[src/design/lcfr_pkg.sv]
// Shared constants and types of the length and checksum frame receiver.
package lcfr_pkg;

  localparam int MAX_FRAME_DEF = 40;
  localparam logic [7:0] MIN_LEN = 8'd5;
  localparam logic [5:0] MAX_LEN_RESET = 6'd20;

  typedef enum logic [1:0] {
    ST_GOOD     = 2'd0,
    ST_BAD_SUM  = 2'd1,
    ST_BAD_ADDR = 2'd2,
    ST_ABORT    = 2'd3
  } status_t;

endpackage

[src/design/length_checksum_frame_receiver.sv]
// Top level of the length-prefixed frame receiver with zero-sum checksum.
// Each received byte or gap beat is taken while the receiver hunts for a length
// byte or collects a frame; error and abort results are registered and appear
// on the output in the next cycle. When a frame passes its checks it is replayed
// from the frame store, whose single read port has a registered output, each byte
// going through a read state and then a send state, so the input is stalled
// until a good frame has been sent in full, longer when the output is stalled. A
// new beat is also held off while a finished result waits downstream.
module length_checksum_frame_receiver
  import lcfr_pkg::*;
#(
  parameter int MAX_FRAME = MAX_FRAME_DEF
) (
  input  logic       clk,
  input  logic       rst,
  input  logic       cfg_we,
  input  logic [5:0] cfg_wdata,
  input  logic       in_valid,
  output logic       in_stall,
  input  logic       kind,
  input  logic [7:0] rx_byte,
  output logic       out_valid,
  input  logic       out_stall,
  output logic [7:0] frame_byte,
  output logic [5:0] byte_index,
  output logic       last,
  output logic [1:0] status
);

  localparam int AW = $clog2(MAX_FRAME);

  logic          wr_en;
  logic [AW-1:0] wr_addr;
  logic [7:0]    wr_data;
  logic [AW-1:0] rd_addr;
  logic [7:0]    rd_data;

  lcfr_ctrl #(
    .MAX_FRAME(MAX_FRAME),
    .AW(AW)
  ) u_ctrl (
    .clk(clk),
    .rst(rst),
    .cfg_we(cfg_we),
    .cfg_wdata(cfg_wdata),
    .in_valid(in_valid),
    .in_stall(in_stall),
    .kind(kind),
    .rx_byte(rx_byte),
    .out_valid(out_valid),
    .out_stall(out_stall),
    .frame_byte(frame_byte),
    .byte_index(byte_index),
    .last(last),
    .status(status),
    .wr_en(wr_en),
    .wr_addr(wr_addr),
    .wr_data(wr_data),
    .rd_addr(rd_addr),
    .rd_data(rd_data)
  );

  lcfr_ram #(
    .DEPTH(MAX_FRAME),
    .AW(AW)
  ) u_ram (
    .clk(clk),
    .wr_en(wr_en),
    .wr_addr(wr_addr),
    .wr_data(wr_data),
    .rd_addr(rd_addr),
    .rd_data(rd_data)
  );

endmodule

[src/design/lcfr_ram.sv]
// Frame byte store with one write port and one registered read port.
module lcfr_ram
  import lcfr_pkg::*;
#(
  parameter int DEPTH = MAX_FRAME_DEF,
  parameter int AW = $clog2(DEPTH)
) (
  input  logic          clk,
  input  logic          wr_en,
  input  logic [AW-1:0] wr_addr,
  input  logic [7:0]    wr_data,
  input  logic [AW-1:0] rd_addr,
  output logic [7:0]    rd_data
);

  logic [7:0] mem [DEPTH];

  always_ff @(posedge clk) begin
    if (wr_en) begin
      mem[wr_addr] <= wr_data;
    end
  end

  always_ff @(posedge clk) begin
    rd_data <= mem[rd_addr];
  end

endmodule

[src/design/lcfr_ctrl.sv]
// Sequencer that hunts lengths, accumulates frames and replays good frames.
module lcfr_ctrl
  import lcfr_pkg::*;
#(
  parameter int MAX_FRAME = MAX_FRAME_DEF,
  parameter int AW = $clog2(MAX_FRAME)
) (
  input  logic          clk,
  input  logic          rst,
  input  logic          cfg_we,
  input  logic [5:0]    cfg_wdata,
  input  logic          in_valid,
  output logic          in_stall,
  input  logic          kind,
  input  logic [7:0]    rx_byte,
  output logic          out_valid,
  input  logic          out_stall,
  output logic [7:0]    frame_byte,
  output logic [5:0]    byte_index,
  output logic          last,
  output logic [1:0]    status,
  output logic          wr_en,
  output logic [AW-1:0] wr_addr,
  output logic [7:0]    wr_data,
  output logic [AW-1:0] rd_addr,
  input  logic [7:0]    rd_data
);

  typedef enum logic [1:0] {
    S_IDLE,
    S_READ,
    S_SEND
  } state_t;

  state_t      state;
  logic [5:0]  max_len;
  logic        in_frame;
  logic [5:0]  exp_len;
  logic [5:0]  cnt;
  logic [7:0]  sum;
  logic        ok1;
  logic        ok2;
  logic [AW-1:0] idx;

  logic        out_free;
  logic        accept;
  logic [7:0]  limit;
  logic        len_ok;
  logic [5:0]  cnt_next;
  logic [7:0]  sum_next;
  logic        idx_last;
  logic        emit;

  assign out_free = !out_valid || !out_stall;
  assign in_stall = !((state == S_IDLE) && out_free);
  assign accept = in_valid && !in_stall;

  assign limit = ({2'b00, max_len} > 8'(MAX_FRAME)) ? 8'(MAX_FRAME) : {2'b00, max_len};
  assign len_ok = (rx_byte >= MIN_LEN) && (rx_byte <= limit);
  assign cnt_next = cnt + 6'd1;
  assign sum_next = sum + rx_byte;
  assign idx_last = (6'(idx) + 6'd1) == exp_len;

  assign emit = accept ? (kind ? in_frame
                               : (in_frame && (cnt_next >= exp_len)
                                  && (!(ok1 && ok2) || (sum_next != 8'd0))))
                       : ((state == S_SEND) && out_free);

  assign wr_en = accept && !kind && (in_frame ? ({1'b0, cnt} < 7'(MAX_FRAME)) : len_ok);
  assign wr_addr = in_frame ? cnt[AW-1:0] : '0;
  assign wr_data = rx_byte;
  assign rd_addr = idx;

  always_ff @(posedge clk) begin
    if (rst) begin
      state <= S_IDLE;
      max_len <= MAX_LEN_RESET;
      in_frame <= 1'b0;
      exp_len <= '0;
      cnt <= '0;
      sum <= '0;
      out_valid <= 1'b0;
    end else begin
      if (cfg_we) begin
        max_len <= cfg_wdata;
      end
      if (emit) begin
        out_valid <= 1'b1;
      end else if (!out_stall) begin
        out_valid <= 1'b0;
      end
      unique case (state)
        S_IDLE: begin
          if (accept) begin
            if (kind) begin
              if (in_frame) begin
                frame_byte <= 8'd0;
                byte_index <= cnt;
                last <= 1'b1;
                status <= ST_ABORT;
                in_frame <= 1'b0;
                cnt <= '0;
                sum <= '0;
              end
            end else if (!in_frame) begin
              if (len_ok) begin
                exp_len <= rx_byte[5:0];
                cnt <= 6'd1;
                sum <= rx_byte;
                in_frame <= 1'b1;
              end
            end else begin
              if (cnt == 6'd1) begin
                ok1 <= (rx_byte == 8'd0);
              end
              if (cnt == 6'd2) begin
                ok2 <= (rx_byte == 8'd1);
              end
              if (cnt_next >= exp_len) begin
                in_frame <= 1'b0;
                cnt <= '0;
                sum <= '0;
                if (!(ok1 && ok2) || sum_next != 8'd0) begin
                  frame_byte <= 8'd0;
                  byte_index <= 6'd0;
                  last <= 1'b1;
                  status <= (!(ok1 && ok2)) ? ST_BAD_ADDR : ST_BAD_SUM;
                end else begin
                  idx <= '0;
                  state <= S_READ;
                end
              end else begin
                cnt <= cnt_next;
                sum <= sum_next;
              end
            end
          end
        end
        S_READ: begin
          state <= S_SEND;
        end
        S_SEND: begin
          if (out_free) begin
            frame_byte <= rd_data;
            byte_index <= 6'(idx);
            last <= idx_last;
            status <= ST_GOOD;
            if (idx_last) begin
              state <= S_IDLE;
            end else begin
              idx <= idx + 1'b1;
              state <= S_READ;
            end
          end
        end
        default: begin
          state <= S_IDLE;
        end
      endcase
    end
  end

endmodule

[config.mk]
export PLATFORM = sky130hd
export DESIGN_NAME = length_checksum_frame_receiver
export DESIGN_NICKNAME = d
export VERILOG_FILES = /design/src/design/lcfr_pkg.sv /design/src/design/length_checksum_frame_receiver.sv /design/src/design/lcfr_ram.sv /design/src/design/lcfr_ctrl.sv
export SDC_FILE = /design/constraint.sdc
export NUM_CORES = 1
export LEC_CHECK = 0
export BUFFER_PORTS_ARGS = -buffer_cell sky130_fd_sc_hd__buf_2
export CORE_UTILIZATION = 40
export DETAILED_ROUTE_END_ITERATION = 16
export HOLD_SLACK_MARGIN = 0.03
export PLACE_DENSITY = 0.53
export SLEW_MARGIN = 30
export SYNTH_ARGS = -nofsm -noshare
export SYNTH_HDL_FRONTEND = slang
export SYNTH_SLANG_ARGS = --single-unit
export TNS_END_PERCENT = 30
[constraint.sdc]
create_clock -name clk -period 3.7 [get_ports clk]
set_input_delay 0.185 -clock clk [delete_from_list [all_inputs] [get_ports clk]]
set_output_delay 0.185 -clock clk [all_outputs]
set_load 0.02 [all_outputs]
==> impl_metrics.ini <==
[grt]
overflow = 0
grt_max_degree = 49
grt_pass1_wl_um = 56150
antenna_found_initial = 3
grtUsageTotal_pct = 18.94
grt_pass1_vias = 8659

[pwr]
power.density_nw_per_um2 = 486.4
ir_drop_uv = 279.1
finalPower_mw = 8.972
p_leak_nw = 6.055

[worst_setup_path]
worst_setup_path_end_kind = register
r2r_setup_slack_ps = 380
max_stage_delay_ps = 470
crit_buf_inv = 1
cp_max_fo = 6
reg2regPathDepth = 8
worst-setup-path-type = reg -> reg
cp_top_family = simple AND/OR/NAND/NOR gates
critical_path_required_ps = 3870
r2r-start = u_ctrl.sum[0]
slowest_stage = nor4_2
crit_path_start_kind = register
arrival_ps = 3490
timing.rr.end = u_ctrl.rd_addr[3]
crit_path_cell_trace = ha_1, fa_1, xor2_1, or4_1, or3_1, nor4_2, buf_4, o2bb2ai_1

[routing]
drc = 0
drt_pass1_iterations = 5
wl_per_cell_um = 23.80
drtAntennaViolNets = 0
drt_iter0_markers = 469
vias_per_cell = 5.326
via_count = 8325
routed_wl_um = 37200

[yosys]
synth_top_area_share_pct = 65.41
synth_area_um2 = 15840
synth.area.top_cells = edfxtp_1 65%, mux4_2 14%, dfxtp_1 4.8%, nor2_1 1.9%, ha_1 1.8%
yosysWarnings = 0
synth_edf_count = 345
ys_ff_latch = 383
ys.flop_type = edfxtp_1
synth_nets = 947
yosysTopAreaCell = edfxtp_1
ys_seq_area_share_pct = 70.21
synth_cell_types = 54
synth_area_per_cell_um2 = 17.54
async_reset_ff_share_pct = 0
synthCells = 903

[layout]
layout_common_cells = 345 x edfxtp_1, 96 x mux4_2, 79 x nor2_1, 61 x buf_4, 53 x nand2_1
final_common_cell = edfxtp_1
final_nets = 1057
area_delta_synth_final_pct = 16.47
finalNonFillerCells = 1563
final_area_um2 = 18450
drive_above_1_share_pct = 26.08

[floorplan]
die_area_um2 = 40400
die_x_um = 201.0
initial_core_util_pct = 40.79
num_rows = 72
io_pins = 39
die_y_um = 201.0
core_region_area_um2 = 38830

[clock_tree]
clock_latency_ps = 540
clkSlewWorstSetupHoldPaths_ps = 60
htree_levels = 2
tritoncts.num_buffers = 42
cts_resized = 0
cts_setup_buffers = 0
cts.path.max_buffers = 3
clock_sinks = 383
cts_tree = done
cts-root-buf = clkbuf_16

[sta]
maxSlewHeadroom_pct = 40.83
tightest_slew_ps = 887.5
setup_viol = 0
max_freq_mhz = 301.2
drv_slew = 0
rsz0062_at_grt = no
timing.setup.tns_ps = 0
finalClockSkew_ps = 11.92
fin_crit_sh_pct = 89.74
period_minus_slack_ps = 3320
hold_viol = 0

[min_path]
min_path_cells = 4
holdPathEnd = u_ctrl.in_frame
hold_class = in -> reg
worstHoldStart = in_valid

[placement]
place_inst = 1474
gp_congestion = 0.7681
place.port_buffers = 38
detailed_place_hpwl_um = 23680
postPlaceCellArea_um2 = 16980

[run_status]
status = completed

[flow_run]
maxCapViolCount = 0
-- cells in the mapped netlist, drive strengths merged, types with 15 or more instances --
cell type	count
clkbuf	24
nor2	80
mux4	96
nand3	18
dfxtp	38
nand2	53
buf	25
and2	15
edfxtp	345
ha	23
a21oi	23
nand2b	17
-- worst max-delay path by stage --
| stage | from | to | depth (start not counted) |
|---|---|---|---|
| 2_1_floorplan | u_ctrl.cnt[0] | u_ctrl.byte_index[0] | 9 |
| 3_3_place_gp | rx_byte[0] | u_ctrl.rd_addr[5] | 9 |
| 3_5_place_dp | u_ctrl.cnt[1] | u_ctrl.frame_byte[5] | 10 |
| 4_1_cts | u_ctrl.cnt[1] | u_ctrl.frame_byte[2] | 10 |
| 5_1_grt | u_ctrl.sum[0] | u_ctrl.rd_addr[0] | 9 |
| 6_report | u_ctrl.sum[0] | u_ctrl.rd_addr[3] | 8 |
-- sequential cells by signal (all words and copies together) (netlist names), 2 cells and up --
signal / flops
u_ctrl.frame_byte: 8
u_ctrl.sum: 8
u_ctrl.state: 2
u_ram.mem: 320
u_ram.rd_data: 8
u_ctrl.max_len: 6
u_ctrl.status: 2
u_ctrl.cnt: 6
u_ctrl.byte_index: 6
u_ctrl.rd_addr: 6
u_ctrl.exp_len: 6
-- kinds of logic after synthesis --
group,count (synthesis),synth area share [%]
flip-flops,383,70.21
AND/OR/NAND/NOR,223,6.999
multiplexers,110,14.54
AO/OA/AOI/OAI,80,3.531
buffers and inverters,64,1.730
adder cells (fa/ha/maj),24,1.943
XOR/XNOR,19,1.051
-- report_power, final --
| group | leakage [nW] | internal, mW | switching, mW |
|---|---|---|---|
| Sequential | 3.44 | 4.71 | 0.00596 |
| Combinational | 1.96 | 0.0705 | 0.152 |
| Clock | 0.653 | 2.39 | 1.64 |
| Total | 6.06 | 7.17 | 1.80 |
-- worst register-to-register path, stage by stage (launching register included) --
cell       delay [ps]
dfxtp_1           310
ha_1              210
fa_1              440
xor2_1            170
or4_1             460
or3_1             390
nor4_2            470
buf_4             220
o2bb2ai_1         290
-- per-layer routing --
layer	global-route usage [%]	up-vias	routed length, um
met5	0	-	0
met4	5.616	0	901
met3	3.571	54	1710
met2	30.68	162	18120
met1	26.04	4312	16460
li1	-	3797	-
-- repair_timing --
item | CTS | global route
hold buffers | 13 | 0
setup endpoints to repair | 0 | 0
hold endpoints to repair | 7 | 0
-- cell type report --
type	count	area, um2
diodes	2	5.005
multi-input cells	456	4458
clock inverters	21	177.7
repair buffers	115	838.3
flip-flops and latches	383	11120
inverters	15	56.30
clock buffers	53	1144
fillers	3315	20380
well taps	518	648.1
-- stage by stage --
| step | hold WS [ps] | utilization (%) | worst slack, ps |
|---|---|---|---|
| floorplan | 283.9 | - | 406.7 |
| global placement | 417.9 | 43.74 | 489.0 |
| detailed placement | 407.2 | 43.74 | 417.6 |
| CTS | 43.61 | 47.48 | 401.2 |
| global route | 69.11 | 47.50 | 187.8 |
| finish | 63.93 | 47.51 | 379.7 |
Power figures use the tool's default switching activity.
